<file path="config.mk">
export PLATFORM = sky130hd
export DESIGN_NAME = gem_ctrl
export DESIGN_NICKNAME = d
export VERILOG_FILES = /design/src/hdl/gradient_edge_magnitude_3x3_unit_macros.svh /design/src/hdl/gem_pkg.sv /design/src/hdl/gem_ctrl.sv
export SDC_FILE = /design/constraint.sdc
export NUM_CORES = 1
export LEC_CHECK = 0
export BUFFER_PORTS_ARGS = -buffer_cell sky130_fd_sc_hd__buf_2
export CORE_AREA = 2 2 39 41
export CTS_BUF_LIST = sky130_fd_sc_hd__clkbuf_16
export CTS_CLUSTER_DIAMETER = 100
export DETAILED_ROUTE_END_ITERATION = 8
export DIE_AREA = 0 0 41 43
export HOLD_SLACK_MARGIN = 0.06
export REMOVE_ABC_BUFFERS = 1
export SLEW_MARGIN = 20
export SYNTH_ARGS = -nofsm -noshare
export SYNTH_HDL_FRONTEND = slang
export SYNTH_SLANG_ARGS = --single-unit
</file>
<file path="constraint.sdc">
create_clock -name clk -period 1.35 [get_ports clk]
set_clock_uncertainty 0.1 [all_clocks]
set_input_delay 0.27 -clock clk [delete_from_list [all_inputs] [get_ports clk]]
set_output_delay 0.27 -clock clk [all_outputs]
set_load 0.005 [all_outputs]
</file>
<file path="src/hdl/gradient_edge_magnitude_3x3_unit_macros.svh">
// Assertion macros for the gradient edge magnitude unit.
`ifndef GRADIENT_EDGE_MAGNITUDE_3X3_UNIT_MACROS_SVH
`define GRADIENT_EDGE_MAGNITUDE_3X3_UNIT_MACROS_SVH
// Implication checked on every clock edge outside reset.
`define GEM_ASSERT_IMPL(label, ante, cons) \
  label: assert property (@(posedge clk) disable iff (rst) (ante) |-> (cons)) \
    else $error("gem check failed");
// Next-cycle implication outside reset.
`define GEM_ASSERT_NEXT(label, ante, cons) \
  label: assert property (@(posedge clk) disable iff (rst) (ante) |=> (cons)) \
    else $error("gem check failed");
`endif

</file>
<file path="src/hdl/gem_pkg.sv">
// Package: constants and types for the gradient edge unit.
`timescale 1ns / 1ps
package gem_pkg;
  localparam int MaxWidthDefault = 1024;
  localparam int PixelBits = 8;
  localparam logic [10:0] WidthReset = 11'd640;
  localparam logic [15:0] HeightReset = 16'd480;
  localparam logic [1:0] RegMode = 2'd0;
  localparam logic [1:0] RegWidth = 2'd1;
  localparam logic [1:0] RegHeight = 2'd2;
  localparam logic ActPixel = 1'b0;
  localparam logic ActFlush = 1'b1;

  typedef enum logic [3:0] {
    ST_IDLE = 4'b0001,
    ST_READ = 4'b0010,
    ST_CALC = 4'b0100,
    ST_OUT  = 4'b1000
  } gem_state_t;

  // controller -> datapath
  typedef struct packed {
    logic start_rd;   // issue line store reads for a pixel
    logic start_fl;   // issue line store read for a flush
    logic calc;       // shift window, write line store, compute sums
    logic root;       // one step of square root
    logic root_init;
    logic load_out;
  } gem_cmd_t;

  typedef struct packed {
    logic root_done;
  } gem_sts_t;
endpackage

</file>
<file path="src/hdl/gem_ctrl.sv">
// Controller state machine for the gradient edge unit.
`timescale 1ns / 1ps
module gem_ctrl (
  input  logic             clk,
  input  logic             rst,
  input  logic             in_fire,
  input  logic             in_act,
  input  logic             will_out,
  input  logic             pend_nz,
  input  logic             out_free,
  input  gem_pkg::gem_sts_t sts,
  output gem_pkg::gem_cmd_t cmd,
  output logic             busy
);
  import gem_pkg::*;
  gem_state_t state, state_next;
  logic fl, fl_next;

  always_ff @(posedge clk) begin
    if (rst) begin
      state <= ST_IDLE;
      fl <= 1'b0;
    end else begin
      state <= state_next;
      fl <= fl_next;
    end
  end

  always_comb begin
    state_next = state;
    fl_next = fl;
    cmd = '0;
    unique case (state)
      ST_IDLE: begin
        if (in_fire) begin
          if (in_act == ActFlush) begin
            if (pend_nz) begin
              cmd.start_fl = 1'b1;
              fl_next = 1'b1;
              state_next = ST_READ;
            end
          end else begin
            cmd.start_rd = 1'b1;
            fl_next = 1'b0;
            state_next = ST_READ;
          end
        end
      end
      ST_READ: begin
        if (fl) begin
          state_next = ST_OUT;
        end else begin
          cmd.calc = 1'b1;
          cmd.root_init = 1'b1;
          state_next = will_out ? ST_CALC : ST_IDLE;
        end
      end
      ST_CALC: begin
        cmd.root = 1'b1;
        if (sts.root_done) state_next = ST_OUT;
      end
      ST_OUT: begin
        if (out_free) begin
          cmd.load_out = 1'b1;
          state_next = ST_IDLE;
        end
      end
      default: state_next = ST_IDLE;
    endcase
  end
  assign busy = (state != ST_IDLE);
endmodule

</file>
==> results.ini <==
[final_layout]
layout_commonest_cell=buf_2
area_growth_pct=106
num_antenna_cells=0
utilization_pct=52.6
finalInstanceArea_um2=728
final_nets=80
drive_gt1_share_pct=71.8
final_cell_mix=buf_2, buf_4

[sta]
fin_crit_ps=1650
hold_violations=0
slew_headroom_pct=80.8
drv_slew=0
fin_crit_sh_pct=122
finalSetupViolations=11
rsz0062_at_grt=true
worst_slew_pin_slew_ps=288
worst_slack_ps=-295
fmax_mhz=608

[yosys]
syn_inst=39
ys_types=27
ys_warn_count=0
syn-cell-area_um2=354
yosysSeqAreaShare_pct=28.3
ys_seq_elements=5
syn_avg_cell_area_um2=9.08

[placement]
post-dp-hpwl_um=681
io_buffers=14
gp_congestion=0.818
place_area_um2=502

[critical_path]
critPathLaunch=state[2]
startpoint_type=flip-flop
crit_arrival_ps=1280
regToRegEndpoint=state[0]
ff2ff_setup_slack_ps=-160
cp_max_fo=4
path_class=reg -> out
cp_data_required_time_ps=980
r2r_start=state[2]
r2r_cells=5
endpoint_kind=primary output

[run_status]
violations=setup timing
status=finished, violations left

[route]
vias=405
vias_per_cell=4.66
ant_nets=0
drt_iter0_markers=5
wire_per_inst_um=11.5
drt_wl_total_mm=1.00
dr.pass1.iters=3
remaining_drc_errors=0

[hold_path]
hp-start=rst
min_to=state[2]
hold_class=in -> reg
min_path_cells=2

[grt]
gr-total-overflow=0
antenna_found_initial=0
grt_max_degree=7
grt_use_total_pct=14.3
grt_pass1_wl_mm=1.70
grt_pass1_vias=433

[cts]
cts_sinks=5
root_buffer=clkbuf_16
cts_tree=done
cts_buffers=3
h-tree-depth=1
ctsHoldBuffers=0
clk_pin_slew_ps=30
cts_buffer_depth=2
clk_latency_ps=230

[power_and_ir_drop]
leakage_uw=0.000347
vdd_drop_max_v=0.000849
power_density_nw_per_um2=1110
total_power_uw=807

[floorplanning]
die_w_um=41
coreArea_um2=1380
dieArea_um2=1760
io_pins=15
dieHeight_um=43
rows=14
initial_core_util_pct=25.6

[run]
max-cap-violations=0

[worst max-delay path: stages (launching register included)]
cell     delay, ps
dfxtp_2        320
buf_12         120
nor4b_4        280
buf_4          180
inv_2           30
buf_2          110
[cell type report]
cell class	count	area (um2)
clock buffer	3	75.1
fill	120	656
sequential	5	110
tap	16	20.0
timing repair buffer	30	214
clock inverter	1	3.75
inverter	3	11.3
multi-input combinational	29	294
[synth_stat cells]
cell	n	area (um2)
and3_1	1	6.26
a221o_1	1	10.0
nor3_1	2	10.0
o2bb2a_4	1	20.0
dfxtp_1	5	100
nor2_1	4	15.0
buf_4	1	7.51
nand2b_1	1	6.26
nand2_1	1	3.75
and2b_4	1	10.0
nand3_1	1	5.00
a21oi_1	1	5.00
mux2i_1	1	10.0
buf_8	1	15.0
and2b_1	1	7.51
nor4b_2	1	15.0
inv_1	2	7.51
inv_2	1	3.75
nor4_1	2	12.5
a31oi_1	1	6.26
or4_1	1	7.51
a211o_1	1	8.76
o21ai_0	1	5.00
nor4b_4	1	23.8
o21a_1	1	7.51
o21ai_1	2	10.0
nor3b_1	2	15.0
[timing repair]
item	in CTS	in global routing
pin swaps	5	5
resized for setup	18	4
gates cloned	0	0
endpoints found under the setup margin	10	11
setup buffers	6	3
[metal layers]
layer  vias up  track usage (%)  routed length [um]
li1        209                -                   -
met1       182             15.4                 374
met2        10             22.8                 556
met3         4             3.14                  30
met4         0             10.0                  38
met5         -                0                   0
[cell families (layout without fill, tap and decap cells)]
family          Yosys count  after routing  synth area share [%]
compound gates            9              9                  20.5
buf+inv                   5             37                  9.54
flops                     5              5                  28.3
mux                       1              1                  2.83
simple gates             19             19                  38.9
[stage by stage]
stage                     cells  hold slack [ps]  setup TNS, ps  setup WS [ps]
after floorplan              37              241          -95.1          -57.0
final                        87              174          -2100           -295
after global routing         87              193          -2710           -354
after detailed placement     76              407           -810           -132
after CTS                    85              160          -2140           -309
after global placement       76              403           -629           -130
[state kept, by name (all words and copies together), names as in the netlist]
signal,count
state,4
fl,1
[power breakdown]
group	switching, uW	total, uW	internal, uW
clock network	94.5	478	383
registers	15.9	172	156
logic	62.0	157	94.7
[how the worst max path moves through the flow]
stage	end	slack, ps	cells past startpoint
final	busy	-300	5
after global routing	cmd[4]	-350	5
after CTS	cmd[5]	-310	4
after detailed placement	state[0]	-130	4
after global placement	state[0]	-130	4
after floorplan	state[0]	-60	4
(Power assumes the default switching activity.)
